==> src/rtl/mbet_pkg.sv <==
`default_nettype none
// ----------------------------------------------------------------------------
// mbet_pkg
// Shared types and constants for the four-lane multibrot escape-time block.
// ----------------------------------------------------------------------------
package mbet_pkg;

    localparam int LANES_DEF     = 4;
    localparam int FRAC_BITS_DEF = 27;
    localparam int CNT_W         = 16;
    localparam int PWR_W         = 3;

    localparam logic [CNT_W-1:0] MAX_ITER_RST = 16'd256;
    localparam logic [PWR_W-1:0] POWER_RST    = 3'd1;

    // register byte addresses
    localparam logic [2:0] ADDR_MAX_ITER = 3'd0;
    localparam logic [2:0] ADDR_POWER    = 3'd4;

    typedef enum logic [2:0] {
        ST_IDLE,
        ST_SQ_RR,
        ST_SQ_II,
        ST_SQ_RI,
        ST_ADD,
        ST_ROUND,
        ST_OUT
    } state_t;

endpackage : mbet_pkg
`default_nettype wire

==> src/rtl/multibrot_escape_time_4lane.sv <==
`default_nettype none
// ----------------------------------------------------------------------------
// multibrot_escape_time_4lane
// Escape-time iteration over a group of complex points on one shared
// multiplier, with saturating fixed-point arithmetic.
// ----------------------------------------------------------------------------
// Channel   Dir  Handshake              Content
// s_axis    in   s_axis_tvalid/tready   LANES points c (re, im)
// m_axis    out  m_axis_tvalid/tready   LANES escape counts, remaining count
// apb       in   psel/penable/pwrite    max_iterations, power
//
// One item takes up to max_iterations rounds; each round squares each lane's z
// power times (clamped to 1..4) and adds c, all on the single 32x32 multiplier
// (one product a cycle). The loop stops early once every lane has escaped.
// Reset clears control state and restores the register defaults.
// The block takes no new word until its result word is taken.
// ----------------------------------------------------------------------------
module multibrot_escape_time_4lane #(
    parameter int LANES     = mbet_pkg::LANES_DEF,
    parameter int FRAC_BITS = mbet_pkg::FRAC_BITS_DEF
) (
    input  wire                                   clk,
    input  wire                                   rst_n,
    input  wire                                   s_axis_tvalid,
    output logic                                  s_axis_tready,
    // c_re_0, c_im_0, c_re_1, c_im_1, ... from bit 0 up
    input  wire  [LANES*64-1:0]                   s_axis_tdata,
    output logic                                  m_axis_tvalid,
    input  wire                                   m_axis_tready,
    // escape_count_0 .. escape_count_(LANES-1), remaining_count from bit 0 up
    output logic [(LANES+1)*mbet_pkg::CNT_W-1:0]  m_axis_tdata,
    input  wire                                   psel,
    input  wire                                   penable,
    input  wire                                   pwrite,
    input  wire  [2:0]                            paddr,
    input  wire  [31:0]                           pwdata,
    output logic [31:0]                           prdata,
    output logic                                  pready
);

    localparam int CW = mbet_pkg::CNT_W;
    localparam int LW = (LANES > 1) ? $clog2(LANES) : 1;
    localparam logic signed [63:0] SMAX = 64'sd2147483647;
    localparam logic signed [63:0] SMIN = -64'sd2147483648;
    localparam logic signed [63:0] LIM4 = 64'sd4 <<< FRAC_BITS;

    mbet_pkg::state_t state_reg, state_next;

    logic [CW-1:0]              max_iter_reg;
    logic [mbet_pkg::PWR_W-1:0] power_reg;
    logic signed [31:0] cre_reg [LANES];
    logic signed [31:0] cim_reg [LANES];
    logic signed [31:0] zr_reg  [LANES];
    logic signed [31:0] zi_reg  [LANES];
    logic [CW-1:0]      res_reg [LANES];
    logic [LANES-1:0]   esc_reg;
    logic signed [31:0] re2_reg, im2_reg;
    logic               clamp_reg;
    logic [CW-1:0]      count_reg, remain_reg;
    logic [LW-1:0]      lane_reg;
    logic [2:0]         sq_reg, sq_lim_reg;

    // ---- configuration port
    assign pready = 1'b1;
    always_comb
    begin
        case (paddr)
            mbet_pkg::ADDR_MAX_ITER: prdata = {16'd0, max_iter_reg};
            mbet_pkg::ADDR_POWER:    prdata = {29'd0, power_reg};
            default:                 prdata = 32'd0;
        endcase
    end

    always_ff @(posedge clk or negedge rst_n)
    begin
        if (!rst_n)
        begin
            max_iter_reg <= mbet_pkg::MAX_ITER_RST;
            power_reg    <= mbet_pkg::POWER_RST;
        end
        else if (psel && penable && pwrite)
        begin
            if (paddr == mbet_pkg::ADDR_MAX_ITER)
                max_iter_reg <= pwdata[CW-1:0];
            else if (paddr == mbet_pkg::ADDR_POWER)
                power_reg <= pwdata[mbet_pkg::PWR_W-1:0];
        end
    end

    // ---- shared multiplier and saturation
    logic signed [31:0] zr_cur, zi_cur, mul_a, mul_b;
    logic signed [63:0] prod, prod_sh;
    logic signed [63:0] prod_sat;
    logic               prod_clamp;
    assign zr_cur = zr_reg[lane_reg];
    assign zi_cur = zi_reg[lane_reg];

    always_comb
    begin
        case (state_reg)
            mbet_pkg::ST_SQ_RR: begin mul_a = zr_cur; mul_b = zr_cur; end
            mbet_pkg::ST_SQ_II: begin mul_a = zi_cur; mul_b = zi_cur; end
            default:            begin mul_a = zr_cur; mul_b = zi_cur; end
        endcase
        prod    = 64'(mul_a) * 64'(mul_b);
        prod_sh = prod >>> FRAC_BITS;  // arithmetic shift is floor
        prod_clamp = (prod_sh > SMAX) || (prod_sh < SMIN);
        prod_sat   = (prod_sh > SMAX) ? SMAX : ((prod_sh < SMIN) ? SMIN : prod_sh);
    end

    // cross term step: re = sat(re2-im2), im = sat(2t)
    logic signed [63:0] dre, dim;
    logic signed [31:0] new_zr, new_zi;
    logic               cross_clamp;
    always_comb
    begin
        dre = 64'(re2_reg) - 64'(im2_reg);
        dim = prod_sat <<< 1;
        new_zr = (dre > SMAX) ? 32'sh7fffffff : ((dre < SMIN) ? 32'sh80000000 : dre[31:0]);
        new_zi = (dim > SMAX) ? 32'sh7fffffff : ((dim < SMIN) ? 32'sh80000000 : dim[31:0]);
        cross_clamp = prod_clamp || (dre > SMAX) || (dre < SMIN)
                      || (dim > SMAX) || (dim < SMIN);
    end

    // add step: z += c, and escape test
    logic signed [63:0] are, aim, mag2;
    logic signed [31:0] add_zr, add_zi;
    logic               lane_esc;
    always_comb
    begin
        are  = 64'(zr_cur) + 64'(cre_reg[lane_reg]);
        aim  = 64'(zi_cur) + 64'(cim_reg[lane_reg]);
        mag2 = 64'(re2_reg) + 64'(im2_reg);
        add_zr = (are > SMAX) ? 32'sh7fffffff : ((are < SMIN) ? 32'sh80000000 : are[31:0]);
        add_zi = (aim > SMAX) ? 32'sh7fffffff : ((aim < SMIN) ? 32'sh80000000 : aim[31:0]);
        lane_esc = clamp_reg || (are > SMAX) || (are < SMIN) || (aim > SMAX)
                   || (aim < SMIN) || (mag2 > LIM4);
    end

    logic last_lane, last_sq, all_esc;
    assign last_lane = (lane_reg == LW'(LANES-1));
    assign last_sq   = (sq_reg == sq_lim_reg);
    assign all_esc   = &esc_reg;

    // ---- next state
    always_comb
    begin
        state_next = state_reg;
        unique case (state_reg)
            mbet_pkg::ST_IDLE:
                if (s_axis_tvalid)
                    state_next = (max_iter_reg == '0) ? mbet_pkg::ST_OUT
                                                      : mbet_pkg::ST_SQ_RR;
            mbet_pkg::ST_SQ_RR: state_next = mbet_pkg::ST_SQ_II;
            mbet_pkg::ST_SQ_II: state_next = mbet_pkg::ST_SQ_RI;
            mbet_pkg::ST_SQ_RI: state_next = last_sq ? mbet_pkg::ST_ADD
                                                     : mbet_pkg::ST_SQ_RR;
            mbet_pkg::ST_ADD:   state_next = last_lane ? mbet_pkg::ST_ROUND
                                                       : mbet_pkg::ST_SQ_RR;
            mbet_pkg::ST_ROUND:
                if (all_esc || count_reg == CW'(1))
                    state_next = mbet_pkg::ST_OUT;
                else
                    state_next = mbet_pkg::ST_SQ_RR;
            mbet_pkg::ST_OUT:
                if (m_axis_tready)
                    state_next = mbet_pkg::ST_IDLE;
            default: state_next = mbet_pkg::ST_IDLE;
        endcase
    end

    // ---- outputs
    always_comb
    begin
        s_axis_tready = (state_reg == mbet_pkg::ST_IDLE);
        m_axis_tvalid = (state_reg == mbet_pkg::ST_OUT);
        for (int l = 0; l < LANES; l++)
            m_axis_tdata[l*CW +: CW] = res_reg[l];
        m_axis_tdata[LANES*CW +: CW] = remain_reg;
    end

    always_ff @(posedge clk or negedge rst_n)
    begin
        if (!rst_n)
            state_reg <= mbet_pkg::ST_IDLE;
        else
            state_reg <= state_next;
    end

    // ---- datapath
    always_ff @(posedge clk)
    begin
        unique case (state_reg)
            mbet_pkg::ST_IDLE:
                if (s_axis_tvalid)
                begin
                    for (int l = 0; l < LANES; l++)
                    begin
                        cre_reg[l] <= s_axis_tdata[l*64 +: 32];
                        cim_reg[l] <= s_axis_tdata[l*64+32 +: 32];
                        zr_reg[l]  <= s_axis_tdata[l*64 +: 32];
                        zi_reg[l]  <= s_axis_tdata[l*64+32 +: 32];
                        res_reg[l] <= '0;
                    end
                    esc_reg    <= '0;
                    remain_reg <= '0;
                    count_reg  <= max_iter_reg;
                    lane_reg   <= '0;
                    sq_reg     <= 3'd1;
                    clamp_reg  <= 1'b0;
                    if (power_reg == 3'd0)
                        sq_lim_reg <= 3'd1;
                    else if (power_reg > 3'd4)
                        sq_lim_reg <= 3'd4;
                    else
                        sq_lim_reg <= power_reg;
                end
            mbet_pkg::ST_SQ_RR:
            begin
                re2_reg   <= prod_sat[31:0];
                clamp_reg <= clamp_reg | prod_clamp;
            end
            mbet_pkg::ST_SQ_II:
            begin
                im2_reg   <= prod_sat[31:0];
                clamp_reg <= clamp_reg | prod_clamp;
            end
            mbet_pkg::ST_SQ_RI:
            begin
                zr_reg[lane_reg] <= new_zr;
                zi_reg[lane_reg] <= new_zi;
                clamp_reg <= clamp_reg | cross_clamp;
                sq_reg    <= last_sq ? 3'd1 : sq_reg + 3'd1;
            end
            mbet_pkg::ST_ADD:
            begin
                zr_reg[lane_reg] <= add_zr;
                zi_reg[lane_reg] <= add_zi;
                if (!esc_reg[lane_reg] && lane_esc)
                begin
                    esc_reg[lane_reg] <= 1'b1;
                    res_reg[lane_reg] <= count_reg;
                end
                clamp_reg <= 1'b0;
                lane_reg  <= last_lane ? '0 : lane_reg + LW'(1);
            end
            mbet_pkg::ST_ROUND:
            begin
                if (all_esc)
                    remain_reg <= count_reg;
                count_reg <= count_reg - CW'(1);
            end
            mbet_pkg::ST_OUT: ;
            default: ;
        endcase
    end

endmodule : multibrot_escape_time_4lane
`default_nettype wire
==> config.mk <==
export PLATFORM = sky130hd
export DESIGN_NAME = multibrot_escape_time_4lane
export DESIGN_NICKNAME = d
export VERILOG_FILES = /design/src/rtl/mbet_pkg.sv /design/src/rtl/multibrot_escape_time_4lane.sv
export SDC_FILE = /design/constraint.sdc
export NUM_CORES = 2
export LEC_CHECK = 0
export BUFFER_PORTS_ARGS = -buffer_cell sky130_fd_sc_hd__buf_2
export CORE_ASPECT_RATIO = 0.7
export CORE_MARGIN = 2
export CORE_UTILIZATION = 45
export CTS_CLUSTER_DIAMETER = 200
export DETAILED_ROUTE_END_ITERATION = 8
export PLACE_DENSITY = 0.63
export SLEW_MARGIN = 20
export SYNTH_ARGS = -nofsm -noshare
export SYNTH_HDL_FRONTEND = slang
export SYNTH_SLANG_ARGS = --single-unit
==> constraint.sdc <==
create_clock -name clk -period 23.1 [get_ports clk]
set_clock_uncertainty 0.15 [all_clocks]
set_input_delay 3.465 -clock clk [delete_from_list [all_inputs] [get_ports clk]]
set_output_delay 3.465 -clock clk [all_outputs]
set_load 0.01 [all_outputs]
==> flow_metrics.env <==
export IMPL_period_share_pct=68.7
export IMPL_rsz0062_at_grt="false"
export IMPL_antenna_found_initial=25
export IMPL_yosys_top_cells_area="sky130_fd_sc_hd__fa_1, sky130_fd_sc_hd__edfxtp_1, sky130_fd_sc_hd__ha_1"
export IMPL_dieHeight_um=342
export IMPL_postCtsResizedCells=0
export IMPL_cts_tree="done"
export IMPL_core_sq_um=163000
export IMPL_global_route_wire_length_before_repair_mm=376
export IMPL_cts_repair_timing_setup_buffer_count=0
export IMPL_timing_max_cap_violations=0
export IMPL_category_of_the_worst_setup_path_capture_point="register"
export IMPL_cts_root_buf="sky130_fd_sc_hd__clkbuf_16"
export IMPL_final_hold_viol_count=0
export IMPL_place_hpwl_mm=201
export IMPL_clk_transition_reported_paths_ps=70
export IMPL_post_synthesis_cell_area_sq_um=73600
export IMPL_die_area_sq_um=167000
export IMPL_area_occupied_by_multi_input_gates_sq_um=47500
export IMPL_clkSinkCount=709
export IMPL_cts_htree_levels=3
export IMPL_finalSetupTns_ps=0
export IMPL_max_freq_ghz=0.0630
export IMPL_remaining_drc_errors=0
export IMPL_synth_edf_count=685
export IMPL_yosysWarningCount=0
export IMPL_chipWidth_um=487
export IMPL_drtAntennaViolNets=0
export IMPL_synth_area_leader="sky130_fd_sc_hd__fa_1"
export IMPL_most_common_cell_in_the_netlist="sky130_fd_sc_hd__fa_1"
export IMPL_netlist_area_leader_share_pct=29.5
export IMPL_timing_critical_path_required_ps=23450
export IMPL_grt_max_degree=113
export IMPL_netlist_instances=7098
export IMPL_ctsHoldBuffers=0
export IMPL_number_of_search_and_repair_iterations_in_the_first_detailed_routing_pass=6
export IMPL_timing_critical_path_slowest_cell_delay_ps=990
export IMPL_kind_of_critical_path="register to register"
export IMPL_synth_sequential_area_ratio_pct=28.8
export IMPL_ioPinCount=413
export IMPL_post_synth_num_cell_types=92
export IMPL_area_delta_synth_final_pct=9.08
export IMPL_tightestPinTransition_ps=1260
export IMPL_cts_made_buffers=68
export IMPL_max_slew_violations=0
export IMPL_area_sequential_sq_um=21200
export IMPL_min_delay_path_class="register to register"
export IMPL_clockBufferDepth=3
export IMPL_yosys_most_used_dff="sky130_fd_sc_hd__edfxtp_1"
export IMPL_drtIter0Drc=6241
export IMPL_endpoints_failing_setup=0
export IMPL_via_count_of_the_first_global_routing_pass=56200
export IMPL_clk_insertion_delay_late_ps=680
export IMPL_globalplace_congestion=1.00
export IMPL_layout_nets=8996
export IMPL_outcome="completed"
export IMPL_rows=124
export IMPL_overflow=0
export IMPL_average_wire_per_standard_cell_um=26.6
export IMPL_crit_path_start_kind="register"
export IMPL_cp_data_arrival_time_ps=16230
export IMPL_crit_path_top_delay_cell="sky130_fd_sc_hd__fa_1"
export IMPL_post_route_cells_drive_above_1_share_pct=12.6
export IMPL_vias=56200
export IMPL_path_max_fanout=38
export IMPL_flip_flop_and_latch_count_after_synthesis=709
export IMPL_layout_filler_cells=14900
export IMPL_postRouteWirelength_mm=253
export IMPL_syn_avg_cell_area_sq_um=10.4
export IMPL_timing_max_slew_rel_slack_pct=15.1
export IMPL_port_buffers=379
export IMPL_fin_crit_ps=15870
export IMPL_netlist_top_cells_count="sky130_fd_sc_hd__fa_1, sky130_fd_sc_hd__inv_1, sky130_fd_sc_hd__nor2_1"
export IMPL_critical_path_n_buffers_inverters=11
export IMPL_groute_usage_overall_pct=30.6
export IMPL_asyncSetResetFlopFracSynth_pct=3.10
export IMPL_crit_family="adder cells"
export IMPL_vias_cell=5.91
export IMPL_initial_core_util_pct=45.2
==> worst paths after layout <==
path                            startpoint                to  slack [ps]  cells after the start
setup / recovery                  register     zi_reg[0][28]        7230                     37
setup reg to reg                  register     zi_reg[0][28]        7230                     37
hold reg to reg            max_iter_reg[6]   max_iter_reg[6]         420                      1
hold / removal             max_iter_reg[6]   max_iter_reg[6]         420                      1
min in group asynchronous            rst_n  max_iter_reg[15]        2630                      1
max in group asynchronous            rst_n   max_iter_reg[0]       19790                      1
==> metal layers <==
metal  global-route usage, %  up-vias  wire length (um)
met5                       0        -               325
met4                    7.15       26              6840
met3                    9.24      309             30900
met2                    43.1     2959            105000
met1                    46.1    29100            110000
li1                        -    23800                 -
==> placed cells by master (no fill, tap or decap), types with 31 or more instances in the layout <==
cell / n
sky130_fd_sc_hd__a31oi_1: 31
sky130_fd_sc_hd__mux4_2: 129
sky130_fd_sc_hd__nor3_1: 105
sky130_fd_sc_hd__nand2_1: 771
sky130_fd_sc_hd__nand4_1: 59
sky130_fd_sc_hd__o21ai_0: 256
sky130_fd_sc_hd__nor2_1: 824
sky130_fd_sc_hd__mux2_2: 85
sky130_fd_sc_hd__buf_2: 379
sky130_fd_sc_hd__mux2i_1: 31
sky130_fd_sc_hd__o21bai_1: 35
sky130_fd_sc_hd__a21o_1: 71
sky130_fd_sc_hd__edfxtp_1: 685
sky130_fd_sc_hd__xnor2_1: 104
sky130_fd_sc_hd__fa_1: 1085
sky130_fd_sc_hd__ha_1: 318
sky130_fd_sc_hd__a21oi_1: 385
sky130_fd_sc_hd__inv_1: 1039
sky130_fd_sc_hd__clkbuf_16: 70
sky130_fd_sc_hd__or3_1: 39
sky130_fd_sc_hd__buf_4: 105
sky130_fd_sc_hd__xor2_1: 49
sky130_fd_sc_hd__and2_1: 48
sky130_fd_sc_hd__nand3_1: 48
==> layout make-up <==
type,count,share of cell area [%]
multi-input cells,4985,59.2
flip-flops and latches,709,26.4
inverters,1043,4.89
repair buffers,488,3.45
well taps,2142,3.34
clock buffers,78,2.19
clock inverters,47,0.508
diodes,21,0.0655
==> stage by stage <==
stage               cell area [sq um]  hold slack [ps]  instances  setup WS [ps]  util, %
floorplan                       73700              358       7113          11250        -
global placement                78000              396       9366           7750     47.9
detailed placement              78000              407       9366           7500     47.9
CTS                             80200              423       9491           7430     49.2
global route                    80300              444       9504           6520     49.3
finish                          80300              419       9513           7230     49.3
==> cell families (layout without fill, tap and decap cells) <==
family	Yosys count	count (layout)	share of synthesized area [%]
flip-flops	709	709	28.8
other	2	38	0.0102
multiplexers	284	284	6.20
adder cells (fa/ha/maj)	1403	1403	34.9
XOR/XNOR	153	153	1.82
buffers and inverters	1419	1656	7.47
AO/OA/AOI/OAI	1037	1037	8.65
AND/OR/NAND/NOR	2091	2091	12.2
Power is left out: the tool's default activity adds up to more than one toggle a clock period on the data nets, which glitch-free logic cannot reach.
